`src/rtl/cwr_pkg.sv`:
```
// cwr_pkg: shared types, codes and width helpers for the cumulative weight resampler
// no dependencies; imported by every rtl module of the block
`timescale 1ns / 1ps

package cwr_pkg;

  // fixed field widths of the ports
  localparam int CFG_W       = 11;
  localparam int IN_WEIGHT_W = 16;
  localparam int FRAC_W      = 16;
  localparam int OUT_IDX_W   = 10;
  localparam int CMD_KIND_W  = 2;

  // command queue between front and back
  localparam int QDEPTH = 4;
  localparam int QPTR_W = 2;
  localparam int QCNT_W = 3;

  // reset value of the particle count register
  localparam logic [CFG_W-1:0] CFG_RESET = 11'd1024;

  // input op codes
  localparam logic OP_LOAD = 1'b0;
  localparam logic OP_DRAW = 1'b1;

  // result status codes
  localparam logic STATUS_OK    = 1'b0;
  localparam logic STATUS_SHORT = 1'b1;

  // kind of work handed from front to back
  typedef enum logic [CMD_KIND_W-1:0] {
    CMD_WRITE  = 2'd0,
    CMD_SEARCH = 2'd1,
    CMD_FAIL   = 2'd2
  } cmd_e;

  // back end sequencer states
  typedef enum logic [1:0] {
    BK_IDLE = 2'd0,
    BK_READ = 2'd1,
    BK_CMP  = 2'd2,
    BK_DONE = 2'd3
  } back_state_e;

  // width helpers, evaluated at elaboration
  function automatic int idx_width(int max_p);
    return $clog2(max_p);
  endfunction

  function automatic int ptr_width(int max_p);
    return $clog2(max_p + 1);
  endfunction

  function automatic int weight_eff_width(int wb);
    return (wb < IN_WEIGHT_W) ? wb : IN_WEIGHT_W;
  endfunction

  function automatic int cum_width(int max_p, int wb);
    return weight_eff_width(wb) + ptr_width(max_p);
  endfunction

  function automatic int lhs_width(int max_p, int wb);
    return FRAC_W + cum_width(max_p, wb);
  endfunction

  function automatic int cmd_width(int max_p, int wb);
    return CMD_KIND_W + idx_width(max_p) + lhs_width(max_p, wb);
  endfunction

endpackage

```
`src/rtl/cwr_queue.sv`:
```
// cwr_queue: short command fifo that decouples the front from the back
// uses cwr_pkg for its depth and pointer widths
`timescale 1ns / 1ps

module cwr_queue #(
  parameter int W = 8
) (
  input  logic         clk_i,
  input  logic         rst_ni,
  input  logic         push_i,
  input  logic [W-1:0] push_data_i,
  output logic         full_o,
  input  logic         pop_i,
  output logic         empty_o,
  output logic [W-1:0] head_o
);
  import cwr_pkg::*;

  logic [W-1:0]      slots_q [QDEPTH];
  logic [QPTR_W-1:0] wr_q, rd_q;
  logic [QCNT_W-1:0] cnt_q;
  logic              do_push, do_pop;

  assign full_o  = (cnt_q == QCNT_W'(QDEPTH));
  assign empty_o = (cnt_q == '0);
  assign head_o  = slots_q[rd_q];

  assign do_push = push_i && !full_o;
  assign do_pop  = pop_i && !empty_o;

  // entry storage
  always_ff @(posedge clk_i) begin
    if (do_push) begin
      slots_q[wr_q] <= push_data_i;
    end
  end

  // pointers and fill count
  always_ff @(posedge clk_i or negedge rst_ni) begin
    if (!rst_ni) begin
      wr_q  <= '0;
      rd_q  <= '0;
      cnt_q <= '0;
    end else begin
      if (do_push) begin
        wr_q <= wr_q + QPTR_W'(1);
      end
      if (do_pop) begin
        rd_q <= rd_q + QPTR_W'(1);
      end
      if (do_push && !do_pop) begin
        cnt_q <= cnt_q + QCNT_W'(1);
      end else if (do_pop && !do_push) begin
        cnt_q <= cnt_q - QCNT_W'(1);
      end
    end
  end

endmodule

```
`config.mk`:
```
export PLATFORM = sky130hd
export DESIGN_NAME = cwr_queue
export DESIGN_NICKNAME = d
export VERILOG_FILES = /design/src/rtl/cwr_pkg.sv /design/src/rtl/cwr_queue.sv
export SDC_FILE = /design/constraint.sdc
export NUM_CORES = 1
export LEC_CHECK = 0
export BUFFER_PORTS_ARGS = -buffer_cell sky130_fd_sc_hd__buf_2
export CORE_UTILIZATION = 40
export CTS_CLUSTER_DIAMETER = 50
export DETAILED_ROUTE_END_ITERATION = 10
export MAX_ROUTING_LAYER = met4
export PLACE_DENSITY = 0.67
export SYNTH_ARGS = -nofsm -noshare
export SYNTH_HDL_FRONTEND = slang
export SYNTH_SLANG_ARGS = --single-unit
```
`constraint.sdc`:
```
create_clock -name clk_i -period 1.7 [get_ports clk_i]
set_input_delay 0 -clock clk_i [delete_from_list [all_inputs] [get_ports clk_i]]
set_output_delay 0 -clock clk_i [all_outputs]
set_load 0.1 [all_outputs]
```
==> flow_summary.ini <==
[sta]
rsz0062_at_grt = true
timing.fmax_mhz = 554
worst_slew_pin_slew_ns = 0.490
setup_viol = 2
worst_slack_ns = -0.106
finalMaxSlewViolations = 0
fin_skew_ns = 0.00227
setup_tns_ns = -0.193
whs_ns = 0.0296
finalHoldViolCount = 0
period_share_pct = 106
min_period_ns = 1.81
slew_headroom_pct = 67.5

[final_layout]
seq_area_um2 = 1140
n_fill_cell = 329
layout-area-overhead-vs-synth_pct = 30.9
diodes = 0
multi_input_area_um2 = 464
fin_util_pct = 55.5
drive_gt1_share_pct = 52.0
final_nets = 142

[setup_path]
ff2ff_path_depth = 6
endpoint_kind = flip-flop
path_max_fanout = 3
r2r_start = cnt_q[0]
crit_path_start_kind = flip-flop
critical_path_class = reg -> reg
arrival_ns = 1.98
worstSetupEndpoint = cnt_q[1]
reg2reg_to = cnt_q[1]
r2r_setup_slack_ns = -0.11
cp-startpoint = cnt_q[0]
required_ns = 1.87

[clocking]
clock_latency_ns = 0.29
cts_buffers = 5
cts.clk_slew.worst_paths_ns = 0.07
cts_tree = yes
cts_max_level = 2
cts_root_buf = clkbuf_8
cts_sinks = 39
clk_path_buf_depth = 2

[placed_design]
dp_slack_ns = -0.148
place.gp.congestion = 0.689
io_buffer_count = 21
dp_hpwl_mm = 1.62

[global_route]
grt_pass1_wl_mm = 3.93
antenna_found_initial = 0
grt_max_degree = 14
grt.total_usage_pct = 13.6
grt_pass1_vias = 848
grt.overflow.total = 0

[synthesis]
ys_ff_latch = 39
synthDistinctLibCells = 20
yosys_warnings = 0
syn-num-nets = 95
syn-cell-area_um2 = 1590
yosysSeqAreaShare_pct = 71.5
postSynthCellCount = 77
avgSynthCellArea_um2 = 20.6

[floorplan]
io_pins = 22
coreArea_um2 = 3740
design.die.area_um2 = 4230
dieHeight_um = 65.0
die-width_um = 65.0
start_util_pct = 42.4
rows = 22

[drt]
vias = 808
wirelength_mm = 2.42
ant_nets = 0
drc = 0
vias_per_cell = 4.67
drtIter0Drc = 42
wl_per_cell_um = 14.0
drtPass1Iterations = 4

[status]
violations = negative setup slack
status = finished with violations

[flow_run]
maxCapViolations = 0

[min_path]
hold_start = pop_i
min_path_type = in -> reg
==> repair_timing <==
action,CTS,global route
hold endpoints to repair,39,0
hold buffers,9,0
pin swaps,4,5
gates resized for setup,2,4
buffers inserted,3,1
endpoints found under the setup margin,2,3
==> layout make-up <==
cell class | instances | share of cell area (%)
Sequential cell | 39 | 54.8
Multi-Input combinational cell | 32 | 22.3
Timing Repair Buffer | 43 | 14.1
Clock buffer | 5 | 3.31
Tap cell | 48 | 2.89
Clock inverter | 3 | 2.05
Inverter | 3 | 0.542
==> layout by cell type, fill, tap and decap left out, types with 4 or more instances in the layout <==
master	netlist	layout
edfxtp_1	32	32
buf_2	1	21
and2_4	0	4
mux4_2	8	8
ha_1	5	4
dfrtp_1	7	4
dlygate4sd3_1	0	9
xnor2_1	4	4
buf_4	0	13
clkbuf_8	0	5
==> sequential cells by signal (all words and copies together) (netlist names) <==
signal,count
rd_q,2
cnt_q,3
wr_q,2
slots_q,32
==> critical path, stage by stage (launching register included) <==
cell	delay [ns]
dfrtp_2	0.45
nor3b_4	0.25
nor2b_2	0.09
ha_4	0.17
inv_2	0.04
fa_2	0.41
mux2_4	0.27
==> per-layer routing <==
| metal | GRT usage (%) | part of all wire [%] |
|---|---|---|
| met1 | 15.5 | 44 |
| met2 | 22.1 | 51 |
| met3 | 5.46 | 4.4 |
| met4 | 4.08 | 1.1 |
| met5 | - | 0 |
==> synthesized netlist by cell type (all sizes together) <==
master / number / area share (%)
nand2b: 1 / 0.39
buf: 2 / 1.0
nor3: 1 / 0.31
nor3b: 1 / 1.2
edfxtp: 32 / 60
dfrtp: 7 / 11
clkbuf: 1 / 0.24
xnor2: 4 / 2.2
mux2: 2 / 1.7
mux4: 8 / 11
xor2: 2 / 1.1
inv: 3 / 0.71
fa: 1 / 1.3
nor2b: 1 / 0.55
nand3b: 1 / 0.47
ha: 5 / 3.9
and2: 4 / 1.9
nor2: 1 / 0.24
==> logic make-up after synthesis <==
family,count (synthesis),share of synthesized area [%]
buffers and inverters,6,1.97
flip-flops,39,71.5
AND/OR/NAND/NOR,10,5.04
adder cells (fa/ha/maj),6,5.20
multiplexers,10,13.0
XOR/XNOR,6,3.31
==> how the worst min path moves through the flow <==
stage,to,slack (ns),cells after the start
5_1_grt,rd_q[1],0.03,3
3_5_place_dp,wr_q[0],-0.15,1
2_1_floorplan,cnt_q[0],-0.30,0
4_1_cts,rd_q[1],0.03,3
3_3_place_gp,wr_q[1],-0.16,1
6_report,rd_q[1],0.03,3
==> per-stage QoR <==
stage	instance area (µm²)	std cells
2_1_floorplan	1620	77
3_3_place_gp	1830	152
3_5_place_dp	1830	152
4_1_cts	2060	172
5_1_grt	2080	173
6_report	2080	173
Power is not shown: default switching activity piles up to over one toggle a cycle in this logic, so the estimate is an artifact.
