### src/rtl/cwr_pkg.sv
// cwr_pkg: shared types, codes and width helpers for the cumulative weight resampler
// no dependencies; imported by every rtl module of the block
`timescale 1ns / 1ps

package cwr_pkg;

  // fixed field widths of the ports
  localparam int CFG_W       = 11;
  localparam int IN_WEIGHT_W = 16;
  localparam int FRAC_W      = 16;
  localparam int OUT_IDX_W   = 10;
  localparam int CMD_KIND_W  = 2;

  // command queue between front and back
  localparam int QDEPTH = 4;
  localparam int QPTR_W = 2;
  localparam int QCNT_W = 3;

  // reset value of the particle count register
  localparam logic [CFG_W-1:0] CFG_RESET = 11'd1024;

  // input op codes
  localparam logic OP_LOAD = 1'b0;
  localparam logic OP_DRAW = 1'b1;

  // result status codes
  localparam logic STATUS_OK    = 1'b0;
  localparam logic STATUS_SHORT = 1'b1;

  // kind of work handed from front to back
  typedef enum logic [CMD_KIND_W-1:0] {
    CMD_WRITE  = 2'd0,
    CMD_SEARCH = 2'd1,
    CMD_FAIL   = 2'd2
  } cmd_e;

  // back end sequencer states
  typedef enum logic [1:0] {
    BK_IDLE = 2'd0,
    BK_READ = 2'd1,
    BK_CMP  = 2'd2,
    BK_DONE = 2'd3
  } back_state_e;

  // width helpers, evaluated at elaboration
  function automatic int idx_width(int max_p);
    return $clog2(max_p);
  endfunction

  function automatic int ptr_width(int max_p);
    return $clog2(max_p + 1);
  endfunction

  function automatic int weight_eff_width(int wb);
    return (wb < IN_WEIGHT_W) ? wb : IN_WEIGHT_W;
  endfunction

  function automatic int cum_width(int max_p, int wb);
    return weight_eff_width(wb) + ptr_width(max_p);
  endfunction

  function automatic int lhs_width(int max_p, int wb);
    return FRAC_W + cum_width(max_p, wb);
  endfunction

  function automatic int cmd_width(int max_p, int wb);
    return CMD_KIND_W + idx_width(max_p) + lhs_width(max_p, wb);
  endfunction

endpackage

### src/rtl/cwr_front.sv
// cwr_front: accepts load and draw transactions, keeps the set bookkeeping
// and the count register, and pushes commands into the queue; uses cwr_pkg
`timescale 1ns / 1ps

module cwr_front #(
  parameter int MAX_PARTICLES = 1024,
  parameter int WEIGHT_BITS   = 16
) (
  input  logic                                                     clk_i,
  input  logic                                                     rst_ni,
  input  logic                                                     in_valid_i,
  output logic                                                     in_stall_o,
  input  logic                                                     op_i,
  input  logic [cwr_pkg::IN_WEIGHT_W-1:0]                          weight_i,
  input  logic [cwr_pkg::FRAC_W-1:0]                               random_fraction_i,
  input  logic                                                     cfg_valid_i,
  output logic                                                     cfg_ready_o,
  input  logic [cwr_pkg::CFG_W-1:0]                                particle_count_i,
  input  logic                                                     q_full_i,
  output logic                                                     q_push_o,
  output logic [cwr_pkg::cmd_width(MAX_PARTICLES, WEIGHT_BITS)-1:0] q_data_o
);
  import cwr_pkg::*;

  localparam int IDX_W     = idx_width(MAX_PARTICLES);
  localparam int PTR_W     = ptr_width(MAX_PARTICLES);
  localparam int WEFF_W    = weight_eff_width(WEIGHT_BITS);
  localparam int CUM_W     = cum_width(MAX_PARTICLES, WEIGHT_BITS);
  localparam int LHS_W     = lhs_width(MAX_PARTICLES, WEIGHT_BITS);
  localparam int CFG_EXT_W = (CFG_W > PTR_W) ? CFG_W : PTR_W;

  logic [CFG_W-1:0]     pcount_q;
  logic [PTR_W-1:0]     ptr_q, ptr_d;
  logic [CUM_W-1:0]     total_q, total_d;
  logic                 phase_q, phase_d;

  logic [CFG_EXT_W-1:0] cfg_ext, count_ext;
  logic [PTR_W-1:0]     count;
  logic [IDX_W-1:0]     count_m1;
  logic [PTR_W-1:0]     ptr_base;
  logic [CUM_W-1:0]     total_base, total_new;
  logic                 load_ok, draw_ok, accept;
  logic [LHS_W-1:0]     lhs;
  cmd_e                 kind;
  logic [IDX_W-1:0]     addr;
  logic [LHS_W-1:0]     data;

  // config register: always ready; the user must write it only while idle, the block itself does not enforce it
  assign cfg_ready_o = 1'b1;

  always_ff @(posedge clk_i or negedge rst_ni) begin
    if (!rst_ni) begin
      pcount_q <= CFG_RESET;
    end else if (cfg_valid_i) begin
      pcount_q <= particle_count_i;
    end
  end

  // effective count, zero taken as one and clipped to the table depth
  always_comb begin
    cfg_ext = CFG_EXT_W'(pcount_q);
    if (cfg_ext == '0) begin
      count_ext = CFG_EXT_W'(1);
    end else if (cfg_ext > CFG_EXT_W'(MAX_PARTICLES)) begin
      count_ext = CFG_EXT_W'(MAX_PARTICLES);
    end else begin
      count_ext = cfg_ext;
    end
  end

  assign count    = PTR_W'(count_ext);
  assign count_m1 = IDX_W'(count - PTR_W'(1));

  // load path: a load after any draw opens a new set
  assign ptr_base   = phase_q ? '0 : ptr_q;
  assign total_base = phase_q ? '0 : total_q;
  assign total_new  = total_base + CUM_W'(weight_i[WEFF_W-1:0]);
  assign load_ok    = (ptr_base < count);

  // draw path: the set is complete once the pointer reaches the count
  assign draw_ok = (ptr_q >= count);
  assign lhs     = LHS_W'(random_fraction_i) * LHS_W'(total_q);

  assign in_stall_o = q_full_i;
  assign accept     = in_valid_i && !q_full_i;

  // command build
  always_comb begin
    if (op_i == OP_DRAW) begin
      kind     = draw_ok ? CMD_SEARCH : CMD_FAIL;
      addr     = count_m1;
      data     = lhs;
      q_push_o = accept;
    end else begin
      kind     = CMD_WRITE;
      addr     = IDX_W'(ptr_base);
      data     = LHS_W'(total_new);
      q_push_o = accept && load_ok;
    end
  end

  assign q_data_o = {kind, addr, data};

  // set bookkeeping next state
  always_comb begin
    ptr_d   = ptr_q;
    total_d = total_q;
    phase_d = phase_q;
    if (accept) begin
      if (op_i == OP_DRAW) begin
        phase_d = 1'b1;
      end else begin
        phase_d = 1'b0;
        if (load_ok) begin
          ptr_d   = ptr_base + PTR_W'(1);
          total_d = total_new;
        end else begin
          ptr_d   = ptr_base;
          total_d = total_base;
        end
      end
    end
  end

  always_ff @(posedge clk_i or negedge rst_ni) begin
    if (!rst_ni) begin
      ptr_q   <= '0;
      total_q <= '0;
      phase_q <= 1'b0;
    end else begin
      ptr_q   <= ptr_d;
      total_q <= total_d;
      phase_q <= phase_d;
    end
  end

endmodule

### config.mk
export PLATFORM = sky130hd
export DESIGN_NAME = cwr_front
export DESIGN_NICKNAME = d
export VERILOG_FILES = /design/src/rtl/cwr_pkg.sv /design/src/rtl/cwr_front.sv
export SDC_FILE = /design/constraint.sdc
export NUM_CORES = 1
export LEC_CHECK = 0
export BUFFER_PORTS_ARGS = -buffer_cell sky130_fd_sc_hd__buf_2
export CAP_MARGIN = 20
export CORE_ASPECT_RATIO = 1.1
export CORE_MARGIN = 1
export CORE_UTILIZATION = 41
export CTS_CLUSTER_SIZE = 24
export DETAILED_ROUTE_END_ITERATION = 10
export PLACE_DENSITY_LB_ADDON = 0.05
export SLEW_MARGIN = 20
export SYNTH_ARGS = -nofsm -noshare
export SYNTH_HDL_FRONTEND = slang
export SYNTH_SLANG_ARGS = --single-unit
### constraint.sdc
create_clock -name clk_i -period 14.4 [get_ports clk_i]
set_clock_uncertainty 0.1 [all_clocks]
set_input_delay 1.44 -clock clk_i [delete_from_list [all_inputs] [get_ports clk_i]]
set_output_delay 1.44 -clock clk_i [all_outputs]
set_load 0.05 [all_outputs]
==> impl_metrics.csv <==
group,metric,value,unit
clock_network,cts_buffers,5,
timing,min_period,9640,ps
worst_setup_path,worstPathArrival,8100,ps
clock_network,clkSlewWorstSetupHoldPaths,80,ps
floorplanning,ios,107,
grt,grt_usage,0.233,
layout,syn2layout_area_growth,5.64,%
timing,fin_setup_tns,0,ps
grt,use_met3,0.0215,
worst_setup_path,crit_type,"input pin to primary output",
detailed_routing,routed_wl,50600,µm
grt,grt_start_max_net_pins,70,
synthesis,synth_nets,2714,
synthesis,ys.flop_type,"dfrtp_1",
clock_network,clock_path_buffers,2,
synthesis,netlist.area_leader.share,0.380,
placed_design,place_hpwl,41200,µm
layout,final_nets,2718,
job,cap_violations,0,
grt,grt_pass1_vias,15600,
grt,grt_overflow_total,0,
worst_setup_path,crit_required,12860,ps
clock_network,cts-root-buf,"clkbuf_16",
clock_network,ctsResizeCount,0,
clock_network,cts_tree,"built",
grt,grt_pass1_wl,83300,µm
floorplanning,start_util,0.414,
placed_design,place_congestion,0.882,
detailed_routing,ant_nets,0,
detailed_routing,drt-vias-per-instance,5.24,
layout,layout_common_cells,"inv_1 (396), nand2_1 (354), fa_1 (349)",
timing,drv_slew,0,
worst_setup_path,crit_fanout,27,
run_status,status,"finished, final reports clean",
synthesis,async_reset_ff_frac,1.00,
synthesis,synth_seq_area_share,0.0681,
layout,drive_gt1_frac,0.0743,
clock_network,numClockSinks,50,
floorplanning,coreArea,44400,µm²
layout,mostFrequentLayoutCell,"inv_1",
timing,grt_setup_unrepaired,"false",
grt,antenna_found_initial,0,
layout,diodes,0,
clock_network,cts_setup_buffers,0,
synthesis,synth-edff-count,0,
clock_network,postCtsHoldBufs,0,
synthesis,yosys_warnings,0,
hold_path,hp-class,"flop to flop",
detailed_routing,wl_per_cell,18.4,µm
grt,use_met1,0.280,
timing,tightestPinTransition,969,ps
grt,busiest_layer,"met2",
timing,setup_viol,0,
timing,hold_viol_final,0,
timing,clock.fmax,0.104,GHz
timing,relSlewSlack,0.354,
clock_network,cts-htree-levels,2,
synthesis,synth-seq-cells,50,
floorplanning,die_h,224,µm
timing,min_period_over_period,0.669,
synthesis,ys_types,77,
placed_design,dp_cells,2740,
synthesis,syn_area,18400,µm²
worst_setup_path,critPathLaunchType,"input pin",
synthesis,synth_top_cell_by_area,"fa_1",
clock_network,clock_latency,310,ps
placed_design,port_buffers,105,
grt,use_met2,0.446,
synthesis,synthCells,2162,
synthesis,yosys-top-cells-area,"fa_1 (38%), ha_1 (10%), inv_1 (8.1%), nand2_1 (7.2%), dfrtp_1 (6.7%)",
floorplanning,die_area,45700,µm²
synthesis,syn_avg_cell_area,8.51,µm²
worst_setup_path,endpoint_kind,"primary output",
detailed_routing,dr.pass1.iters,5,
layout,final_cells,2748,
detailed_routing,drcViolationCount,0,
floorplanning,die_w,204,µm
floorplanning,rows,81,
detailed_routing,dr_total_vias,14400,
detailed_routing,drt_iter0_drc,630,
## cells by family (layout without fill, tap and decap cells)
family,Yosys count,in the layout,share of synthesized area
DFF,50,50,0.0681
other,1,1,0.000204
AOI/OAI and AO/OA,256,256,0.0912
adders and majority gates,503,503,0.485
buffers and inverters,515,520,0.106
muxes,29,29,0.0171
xor gates and xnor gates,69,69,0.0329
and+or+nand+nor,739,739,0.199
## synthesized netlist by cell type, types with 37 or more instances
| cell | number |
|---|---|
| o21ai_0 | 51 |
| clkbuf_1 | 107 |
| ha_1 | 154 |
| inv_1 | 396 |
| nand2_1 | 354 |
| fa_1 | 349 |
| nor2b_1 | 39 |
| dfrtp_1 | 49 |
| and2_1 | 188 |
| a21oi_1 | 63 |
| nor2_1 | 51 |
| xnor2_1 | 37 |
## flip-flops by register name, indices dropped and copies added (netlist names)
register and flops:
total_q 27, cfg_ext 11, ptr_q 11, phase_q 1
## worst paths after layout
check | from | end | slack, ps | depth (start not counted)
worst max-delay path | random_fraction_i[3] | q_data_o[42] | 4760 | 21
worst max register to register | total_q[11] | total_q[26] | 10540 | 9
max in group asynchronous | rst_ni | total_q[0] | 12570 | 2
worst min register to register | ptr_q[0] | ptr_q[0] | 470 | 2
min in group asynchronous | rst_ni | cfg_ext[3] | 1140 | 2
worst min-delay path | ptr_q[0] | ptr_q[0] | 470 | 2
## per-layer routing
metal,wire (µm),vias to the layer above,share of wire
li1,-,6687,-
met1,20600,7425,0.41
met2,27700,216,0.55
met3,1170,68,0.023
met4,1160,0,0.023
met5,0,-,0
## layout make-up
type | instances | area [µm²]
Clock buffer | 6 | 139
Clock inverter | 2 | 38.8
Fill cell | 4597 | 25000
Inverter | 397 | 1490
Multi-Input combinational cell | 1597 | 15200
Sequential cell | 50 | 1250
Tap cell | 581 | 727
Timing Repair Buffer | 115 | 601
## worst max-delay path: stages
cell      delay [ps]
buf_2            530
nand2_1          180
fa_1             510
fa_1             510
fa_1             520
inv_1             60
fa_1             490
fa_1             510
inv_1             60
fa_1             480
inv_1             50
ha_1             360
a21o_1           200
a31o_2           220
a221oi_1         350
a31oi_1          190
o21ai_1          360
o21ai_1          220
a41oi_1          270
mux2_2           360
buf_2            210
## through the flow
step | utilization | hold WS, ps | instance area, µm² | setup WS (ps)
final | 0.438 | 466 | 19400 | 4760
after global routing | 0.438 | 507 | 19400 | 4340
after CTS | 0.438 | 472 | 19400 | 4790
after detailed placement | 0.434 | 454 | 19300 | 4800
after global placement | 0.434 | 433 | 19300 | 4870
after floorplan | - | 416 | 18400 | 4970
Power is not shown: default switching activity piles up to over one toggle a cycle in this logic, so the estimate is an artifact.
